===== config.mk =====
export PLATFORM = sky130hd
export DESIGN_NAME = unsigned_divider_64_core
export DESIGN_NICKNAME = d
export VERILOG_FILES = /design/src/rtl/ud64_pkg.sv /design/src/rtl/ud64_datapath.sv /design/src/rtl/ud64_ctrl.sv /design/src/rtl/unsigned_divider_64_core.sv
export SDC_FILE = /design/constraint.sdc
export NUM_CORES = 1
export LEC_CHECK = 0
export BUFFER_PORTS_ARGS = -buffer_cell sky130_fd_sc_hd__buf_2
export CAP_MARGIN = 20
export CORE_ASPECT_RATIO = 0.7
export CORE_UTILIZATION = 37
export CTS_BUF_LIST = sky130_fd_sc_hd__clkbuf_4
export DETAILED_ROUTE_END_ITERATION = 16
export SLEW_MARGIN = 5
export SYNTH_ARGS = -nofsm -noshare
export SYNTH_HDL_FRONTEND = slang
export SYNTH_SLANG_ARGS = --single-unit

===== constraint.sdc =====
create_clock -name i_clk -period 18.6 [get_ports i_clk]
set_clock_uncertainty 0.1 [all_clocks]
set_input_delay 3.72 -clock i_clk [delete_from_list [all_inputs] [get_ports i_clk]]
set_output_delay 3.72 -clock i_clk [all_outputs]
set_load 0.02 [all_outputs]

===== src/rtl/ud64_pkg.sv =====
// ----------------------------------------------------------------------------
// ud64_pkg
// Shared types and constants of the 64-bit restoring unsigned divider.
// ----------------------------------------------------------------------------
package ud64_pkg;

    // Width of every operand and result field on the ports
    localparam int FIELD_W = 64;

    // Default operand width used inside the datapath
    localparam int DATA_WIDTH_DEF = 64;

    // Packed stream widths: two fields per transfer on either side
    localparam int S_TDATA_W = 2 * FIELD_W;
    localparam int M_TDATA_W = 2 * FIELD_W;

    typedef enum logic [1:0] {
        ST_IDLE,
        ST_RUN,
        ST_DONE
    } t_state;

    // Commands from the controller to the datapath
    typedef struct packed {
        logic load;      // capture operands, clear the partial remainder
        logic step;      // one compare-subtract step
        logic load_out;  // move the finished result into the output register
    } t_cmd;

endpackage


===== src/rtl/ud64_datapath.sv =====
// ----------------------------------------------------------------------------
// ud64_datapath
// Partial remainder, quotient and divisor registers with one compare-subtract
// unit, plus the output register that holds a finished result.
// ----------------------------------------------------------------------------
module ud64_datapath #(
    parameter int DATA_WIDTH = ud64_pkg::DATA_WIDTH_DEF
) (
    input  logic                         i_clk,
    input  ud64_pkg::t_cmd               i_cmd,
    input  logic [ud64_pkg::FIELD_W-1:0] i_dividend,
    input  logic [ud64_pkg::FIELD_W-1:0] i_divisor,
    output logic [ud64_pkg::FIELD_W-1:0] o_quotient,
    output logic [ud64_pkg::FIELD_W-1:0] o_remainder,
    output logic                         o_div_by_zero
);

    logic [DATA_WIDTH-1:0] r_rem;
    logic [DATA_WIDTH-1:0] r_quo;   // dividend bits shift out the top, quotient in
    logic [DATA_WIDTH-1:0] r_dsr;
    logic                  r_dbz;
    logic [DATA_WIDTH-1:0] r_out_quo;
    logic [DATA_WIDTH-1:0] r_out_rem;
    logic                  r_out_dbz;

    logic [DATA_WIDTH:0]   w_trial;
    logic [DATA_WIDTH:0]   w_diff;
    logic                  w_fits;

    // Bring down the next dividend bit and try the subtract
    assign w_trial = {r_rem, r_quo[DATA_WIDTH-1]};
    assign w_diff  = w_trial - {1'b0, r_dsr};
    assign w_fits  = (w_trial >= {1'b0, r_dsr});

    always_ff @(posedge i_clk) begin
        if (i_cmd.load) begin
            r_rem <= '0;
            r_quo <= i_dividend[DATA_WIDTH-1:0];
            r_dsr <= i_divisor[DATA_WIDTH-1:0];
            r_dbz <= (i_divisor[DATA_WIDTH-1:0] == '0);
        end else if (i_cmd.step) begin
            // A zero divisor always fits: quotient fills with ones and the
            // remainder ends as the dividend
            if (w_fits) begin
                r_rem <= w_diff[DATA_WIDTH-1:0];
            end else begin
                r_rem <= w_trial[DATA_WIDTH-1:0];
            end
            r_quo <= {r_quo[DATA_WIDTH-2:0], w_fits};
        end
    end

    always_ff @(posedge i_clk) begin
        if (i_cmd.load_out) begin
            r_out_quo <= r_quo;
            r_out_rem <= r_rem;
            r_out_dbz <= r_dbz;
        end
    end

    assign o_quotient    = ud64_pkg::FIELD_W'(r_out_quo);
    assign o_remainder   = ud64_pkg::FIELD_W'(r_out_rem);
    assign o_div_by_zero = r_out_dbz;

endmodule


===== src/rtl/ud64_ctrl.sv =====
// ----------------------------------------------------------------------------
// ud64_ctrl
// Sequencer of the divider: accepts an operand transfer, counts the
// compare-subtract steps and hands the result to the output register.
// ----------------------------------------------------------------------------
module ud64_ctrl #(
    parameter int DATA_WIDTH = ud64_pkg::DATA_WIDTH_DEF
) (
    input  logic           i_clk,
    input  logic           i_rst_n,
    input  logic           i_in_valid,
    output logic           o_in_ready,
    output logic           o_out_valid,
    input  logic           i_out_ready,
    output ud64_pkg::t_cmd o_cmd
);

    localparam int CNT_W = $clog2(DATA_WIDTH);
    localparam logic [CNT_W-1:0] CNT_LAST = CNT_W'(DATA_WIDTH - 1);

    ud64_pkg::t_state r_state;
    ud64_pkg::t_state n_state;
    logic [CNT_W-1:0] r_cnt;
    logic [CNT_W-1:0] n_cnt;
    logic             r_out_valid;
    logic             n_out_valid;
    logic             w_accept;
    logic             w_out_free;

    assign w_accept   = i_in_valid && o_in_ready;
    assign w_out_free = !r_out_valid || i_out_ready;

    // Next state
    always_comb begin
        n_state = r_state;
        case (r_state)
            ud64_pkg::ST_IDLE: begin
                if (i_in_valid) begin
                    n_state = ud64_pkg::ST_RUN;
                end
            end
            ud64_pkg::ST_RUN: begin
                if (r_cnt == CNT_LAST) begin
                    n_state = ud64_pkg::ST_DONE;
                end
            end
            ud64_pkg::ST_DONE: begin
                if (w_out_free) begin
                    n_state = ud64_pkg::ST_IDLE;
                end
            end
            default: begin
                n_state = ud64_pkg::ST_IDLE;
            end
        endcase
    end

    // Outputs
    always_comb begin
        o_in_ready     = 1'b0;
        o_cmd.load     = 1'b0;
        o_cmd.step     = 1'b0;
        o_cmd.load_out = 1'b0;
        case (r_state)
            ud64_pkg::ST_IDLE: begin
                o_in_ready = 1'b1;
                o_cmd.load = i_in_valid;
            end
            ud64_pkg::ST_RUN: begin
                o_cmd.step = 1'b1;
            end
            ud64_pkg::ST_DONE: begin
                o_cmd.load_out = w_out_free;
            end
            default: begin
                o_in_ready = 1'b0;
            end
        endcase
    end

    always_comb begin
        n_cnt = r_cnt;
        if (w_accept) begin
            n_cnt = '0;
        end else if (o_cmd.step) begin
            n_cnt = r_cnt + 1'b1;
        end
    end

    always_comb begin
        n_out_valid = r_out_valid;
        if (o_cmd.load_out) begin
            n_out_valid = 1'b1;
        end else if (i_out_ready) begin
            n_out_valid = 1'b0;
        end
    end

    always_ff @(posedge i_clk) begin
        if (!i_rst_n) begin
            r_state     <= ud64_pkg::ST_IDLE;
            r_cnt       <= '0;
            r_out_valid <= 1'b0;
        end else begin
            r_state     <= n_state;
            r_cnt       <= n_cnt;
            r_out_valid <= n_out_valid;
        end
    end

    assign o_out_valid = r_out_valid;

    a_accept_starts_run: assert property (@(posedge i_clk) disable iff (!i_rst_n)
        w_accept |=> (r_state == ud64_pkg::ST_RUN) && (r_cnt == '0))
        else $error("accepted transfer did not start a division");

    a_last_step_done: assert property (@(posedge i_clk) disable iff (!i_rst_n)
        (r_state == ud64_pkg::ST_RUN) && (r_cnt == CNT_LAST)
        |=> r_state == ud64_pkg::ST_DONE)
        else $error("division did not finish after the last step");

    a_load_out_valid: assert property (@(posedge i_clk) disable iff (!i_rst_n)
        o_cmd.load_out |=> r_out_valid && (r_state == ud64_pkg::ST_IDLE))
        else $error("result handoff did not raise the output valid");

    a_no_overwrite: assert property (@(posedge i_clk) disable iff (!i_rst_n)
        o_cmd.load_out |-> (!r_out_valid || i_out_ready))
        else $error("result handoff over a result not yet taken");

endmodule


===== src/rtl/unsigned_divider_64_core.sv =====
// ----------------------------------------------------------------------------
// unsigned_divider_64_core
// Restoring unsigned divider returning quotient and remainder together.
//
// Usage:
//   Operands arrive on the s_axis channel, one dividend/divisor pair per
//   transfer. Results leave on the m_axis channel, one transfer per operand
//   pair, with the zero-divisor flag in tuser. Only the low DATA_WIDTH bits of
//   each operand are used; results are zero-extended to 64 bits.
//   After the input transfer the shared compare-subtract unit takes one step
//   per cycle, one for each quotient bit, and then the result moves into
//   the output register once that register is free. The single
//   compare-subtract unit is reused for every quotient bit, so one division
//   is in flight at a time; the next operand pair is taken only after the
//   current division has handed its result to the output register.
//   A finished result sits in its own output register, so the next operand
//   pair is taken while the previous result still waits for the receiver.
//   When the receiver stalls and a second division finishes, that division
//   holds in the done state until the output register frees up.
//   Zero divisor: quotient is all ones, remainder is the dividend, tuser is 1.
//   Reset (synchronous, active low) drops any division in progress and any
//   result not yet taken; the block comes up ready for input.
// ----------------------------------------------------------------------------
module unsigned_divider_64_core #(
    parameter int DATA_WIDTH = ud64_pkg::DATA_WIDTH_DEF
) (
    input  logic                           i_clk,
    input  logic                           i_rst_n,
    // Operand channel
    input  logic                           s_axis_tvalid,
    output logic                           s_axis_tready,
    input  logic [ud64_pkg::S_TDATA_W-1:0] s_axis_tdata,  // [63:0] dividend, [127:64] divisor
    // Result channel
    output logic                           m_axis_tvalid,
    input  logic                           m_axis_tready,
    output logic [ud64_pkg::M_TDATA_W-1:0] m_axis_tdata,  // [63:0] quotient, [127:64] remainder
    output logic                           m_axis_tuser   // [0] div_by_zero
);

    ud64_pkg::t_cmd                 w_cmd;
    logic [ud64_pkg::FIELD_W-1:0]   w_quotient;
    logic [ud64_pkg::FIELD_W-1:0]   w_remainder;

    // Sequencer: handshakes and step count
    ud64_ctrl #(
        .DATA_WIDTH (DATA_WIDTH)
    ) u_ctrl (
        .i_clk       (i_clk),
        .i_rst_n     (i_rst_n),
        .i_in_valid  (s_axis_tvalid),
        .o_in_ready  (s_axis_tready),
        .o_out_valid (m_axis_tvalid),
        .i_out_ready (m_axis_tready),
        .o_cmd       (w_cmd)
    );

    // Datapath: shift-and-subtract registers and the output register
    ud64_datapath #(
        .DATA_WIDTH (DATA_WIDTH)
    ) u_datapath (
        .i_clk         (i_clk),
        .i_cmd         (w_cmd),
        .i_dividend    (s_axis_tdata[ud64_pkg::FIELD_W-1:0]),
        .i_divisor     (s_axis_tdata[2*ud64_pkg::FIELD_W-1:ud64_pkg::FIELD_W]),
        .o_quotient    (w_quotient),
        .o_remainder   (w_remainder),
        .o_div_by_zero (m_axis_tuser)
    );

    // Pack quotient low, remainder high
    assign m_axis_tdata = {w_remainder, w_quotient};

endmodule


# Word-level counts from Yosys, hierarchy flattened
# Cells that the tools add are included.
[classes]
addsub = 2
multipliers = 0
n_div = 0
order_cmp = 1
eq_ne = 6
shift = 0
muxes = 13
bitwise_logic = 1
n_reduce_logical = 9
[op_table]
columns = ["op", "n"]
rows = [
  ["64-bit 2-to-1 mux", 3],
  ["65-bit by 64-bit >= comparator with 1-bit output", 1],
  ["64-bit zero test", 1],
  ["64-bit subtractor", 1],
  ["6-bit by 1-bit adder with 6-bit output, second input constant", 1],
  ["6-bit equality test, second input constant", 1],
  ["1-bit 2-to-1 mux", 6],
  ["2-bit 2-to-1 mux", 3],
  ["2-bit one-hot mux with 3 select lines", 1],
  ["2-bit by 1-bit != test with 1-bit output, second input constant", 2],
  ["2-bit nonzero test", 2],
  ["3-bit AND reduction", 1],
  ["2-bit by 1-bit equality test with 1-bit output, second input constant", 1],
  ["2-bit equality test, second input constant", 1],
  ["2-bit zero test", 1],
  ["2-bit != test, second input constant", 1],
  ["2-bit OR reduction", 1],
  ["1-bit logical AND", 1],
  ["1-bit zero test", 1],
  ["1-bit logical OR", 1],
  ["1-bit NOT", 1],
]
[word_totals]
register_bits = 331
latchBits = 0
mem_bits_rw = 0
mem_bits_ro = 0
inputBits = 132
output_inout_bits = 131
word_cells = 42
mem_count = 0

# Longest topological paths before layout
[logic_depth]
ltp_word = 4
mapped_depth = 17

# Modules after synthesis
# From an unflattened synthesis, not the netlist that was laid out.
[unflattened]
cells_unflattened = 1407
area_unflattened_um2 = 16071.7
[by_module_without_submodules]
columns = ["module", "n_inst", "cells_each", "area_each_um2"]
rows = [
  ["ud64_datapath", 1, 1359, 15648.8],
  ["ud64_ctrl", 1, 48, 422.9],
]

# Least setup slack after synthesis
# Ideal clock, no wire load.
[synth_timing]
path_kind = "input port to flip-flop"
from = "input port m_axis_tready"
to = "register u_datapath.r_out_dbz, in the netlist u_datapath.o_div_by_zero, enable pin"
t_arrival_ps = 9533
required_ps = 17866
slack_ps = 8333
path_stages = 2
cell_sequence = "nand2b_1 nor2b_1"
[synth_via]
elab_chain_cells = 2
[synth_rtl]
columns = ["item", "line_no", "rtl"]
rows = [
  ["from (decl)", "unsigned_divider_64_core.sv:35", "input logic m_axis_tready,"],
  ["1-bit logical OR", "ud64_ctrl.sv:31", "assign w_out_free = !r_out_valid || i_out_ready;"],
  ["1-bit 2-to-1 mux", "ud64_ctrl.sv:64", "case (r_state)"],
  ["to (signal assigned)", "ud64_datapath.sv:57", "r_out_dbz <= r_dbz;"],
  ["to (decl)", "ud64_datapath.sv:24", "logic r_out_dbz;"],
]
# Every way passes these cells.
# A chain may end at the register's enable or synchronous reset.

# Final worst setup path
[layout_timing]
from = "input port s_axis_tvalid"
to = "register u_datapath.r_quo[42], enable pin"
[layout_via]
elab_chain_cells = 2
[layout_rtl]
columns = ["item", "line_no", "rtl"]
rows = [
  ["from (decl)", "unsigned_divider_64_core.sv:30", "input logic s_axis_tvalid,"],
  ["1-bit 2-to-1 mux", "ud64_ctrl.sv:64", ""],
  ["2-bit nonzero test (no source line)", "n/a", ""],
  ["to (signal assigned)", "ud64_datapath.sv:38", "r_quo <= i_dividend[DATA_WIDTH-1:0];"],
  ["to (signal assigned)", "ud64_datapath.sv:49", "r_quo <= {r_quo[DATA_WIDTH-2:0], w_fits};"],
  ["to (decl)", "ud64_datapath.sv:19", "logic [DATA_WIDTH-1:0] r_quo;"],
]
# Every way passes these cells.

==> results.md <==
* Status: completed
* Post-Syn Area at about 16000 sq um
* Worst min-delay path class: register to register
* Critical Path Most Common Cell: buf_4
* Worst Setup End Kind: register
* Layout cells sized above 1 at 0.249
* Area after DPL at between 15000 and 20000 sq um
* # placed instances at 2198
* Worst Tran Pin Value at 1.01 ns
* FMAX at between 0.15 and 0.2 GHz
* Top delay family on crit path: buffers and inverters
* Syn Area/Cell at 10.9 sq um
* Drt via density at 5.01
* Design area at 18700 sq um
* Ys Warns at 0
* Post-synthesis sequential area ratio at 0.585
* Gr usage total at 0.193
* Post-synth top flop: edfxtp_1
* Synth unique cells at 78
* Final Hold Viols at 0
* Setup ws final at around 13 ns
* Non-Filler Instances at about 2400
* Worst Path Buf+Inv at 5
* DRT Wirelength at about 42 mm
* Total CTS buffers at 85
* Initial DRC count at 929
* Synth-to-layout area growth at 19.1%
* Final period utilization at 0.310
* GPL Wtd Cong at 0.896
* Die H at ~170 um
* Worst-path cell chain: buf_2, nand2_2, inv_4, nor2_4, buf_4, inv_2, buf_4
* DP Worst Slack at 12.04 ns
* Post-CTS Hold Buffers at 0
* PostCTS Resize Cnt at 0
* Multi-input logic area at about 5900 sq um
* Max Cap Violations at 0
* GR Overflow Total at 0
* I/O pin cnt at 263
* Syn nets at about 1600
* PortBufs at roughly 260
* Clock Tree Buf Depth at 3
* Die Width at 248 um
* Maximum vdd drop at 31.7 uV
* Vias in the first global route at 11500
* Gate Count Post-Synth at ~1400
* Slew headroom at 0.323
* Flop-to-flop setup slack at between 10 and 15 ns
* DP Wirelength at 29.9 mm
* Crit Path Max Fanout at 65
* Max incr delay on CP at 0.68 ns
* Worst Reg-to-Reg Cells at 15
* Initial antenna violation count at 6
* CP arrival at 6.04 ns
* Clock Tree Root: clkbuf_4
* FF/Latch Area at between 9000 and 10000 sq um
* Starting density of the core at 0.380
* Post-synth ARST share at 0
* Setup-failing EPs final at 0
* Vias at 11900
* Unrepaired setup endpoints after global routing: false
* Required @ worst endpoint at around 19 ns
* Total Power at 1.65 mW
* CTS tree: done
* Synth Register Bits at 331
* Min-delay src: u_datapath.r_quo[57]$_DFFE_PP_
* Crit path kind: primary input to register
* Die ar. at 43400 sq um
* First-pass GRT wire length at 65.0 mm
* Worst Hold Depth at 0
* Nets at 1940
* Setup TNS at 0 ns
* Leak at between 7 and 8 nW
* Startpoint types: primary input
* Post-synth EDFFs at 258
* Stages on the worst setup path at 7
* DR WL/cell at between 15 and 20 um
* Clk sinks at 331
* Final Max Tran Viols at 0
* Reg-to-reg critical path startpoint: u_datapath.r_quo[63]$_DFFE_PP_
* Fin crit period at 5.76 ns
* Row cnt at 62
* TritonRoute pass-1 iters at 5
* FILL cells at 4000
* Largest net degree at the start of global routing at between 70 and 80
* Worst Setup SP: s_axis_tvalid
* H-Tree Depth at 3
* Clock Pin Slew Worst Setup and Hold Paths at about 0.070 ns
* Routed Antenna Nets at 0
* DR DRC count at 0
* Skew-Pair Late Insertion Delay at 0.78 ns
* PwrDens at 87.9 nW/um^2
* Core ar. at ~41000 sq um
* CP max-delay cell: buf_4
* Post-CTS Setup Inserts at 0
-- layout by cell type, fill, tap and decap left out, types with 27 or more instances in the layout --
cell type  instances
a21o_1            27
a21oi_1           90
buf_2            263
clkbuf_4         130
dfxtp_1           73
edfxtp_1         258
ha_1              65
inv_1             84
mux2i_1           35
nand2_1          302
nor2_1            60
o21ai_0           87
xnor2_1           35
xor2_1            27
-- cell type report --
class	instances	share of cell area
Multi-Input combinational cell	965	0.316
Antenna cell	8	0.00107
Inverter	86	0.0174
Timing Repair Buffer	273	0.0743
Clock inverter	29	0.0113
Tap cell	544	0.0363
Clock buffer	130	0.0521
Sequential cell	331	0.492
-- power breakdown --
group,switching (mW),internal (mW),total (mW)
clock network,0.306,0.364,0.670
registers,0.0145,0.837,0.851
logic,0.0833,0.0422,0.126
total,0.404,1.24,1.65
-- synth_stat cells, drive strengths merged (8+ instances only) --
cell type / n / area [sq um]
nor2: 61 / 229
nand3: 22 / 115
nor2b: 9 / 56.3
o21ai: 107 / 547
xnor2: 35 / 307
dfxtp: 73 / 1460
mux2i: 35 / 350
nor3: 15 / 85.1
a22o: 8 / 70.1
ha: 65 / 813
nor4: 17 / 106
edfxtp: 258 / 7750
and3: 8 / 51.3
inv: 86 / 323
o21bai: 10 / 75.1
o21a: 9 / 75.1
a21o: 28 / 211
a21oi: 92 / 475
nand2: 303 / 1140
clkbuf: 32 / 151
buf: 23 / 156
nand4: 25 / 156
xor2: 27 / 236
-- path summary, 6_finish.rpt --
path,end
max,u_datapath.r_quo[42]$_DFFE_PP_
min,u_datapath.o_quotient[57]$_DFFE_PP_
max reg2reg,u_datapath.r_rem[60]$_SDFFE_PP0P_
min reg2reg,u_datapath.o_quotient[57]$_DFFE_PP_
-- stage by stage --
stage	hold WS [ns]	utilization
final	0.311	0.452
after global routing	0.318	0.452
after CTS	0.312	0.452
after detailed placement	0.334	0.423
after global placement	0.329	0.423
after floorplan	0.300	-
-- per-layer routing --
layer,track usage,up-vias,wire (um)
met4,0.0631,0,913
met3,0.0538,60,2820
met1,0.272,5607,19600
li1,-,5828,-
met5,0,-,0
met2,0.285,358,18600
-- flip-flops by register name (all words and copies together), names as in the netlist --
| signal | count |
|---|---|
| u_datapath.o_quotient | 64 |
| u_datapath.r_dbz | 1 |
| u_datapath.r_quo | 64 |
| u_datapath.o_remainder | 64 |
| u_datapath.r_rem | 64 |
| u_ctrl.o_out_valid | 1 |
| u_datapath.o_div_by_zero | 1 |
| u_ctrl.r_cnt | 6 |
| u_ctrl.r_state | 2 |
| u_datapath.r_dsr | 64 |
-- cell families (layout without fill, tap and decap cells) --
logic type	Yosys count	count (layout)	synth area share
simple gates	487	487	0.135
buf+inv	141	518	0.0401
flops	331	331	0.585
fa+ha+maj	66	66	0.0530
mux	37	37	0.0237
other cells	0	8	0
xor+xnor	62	62	0.0345
compound gates	313	313	0.128
Note: power is estimated with default switching activity, not from simulation.
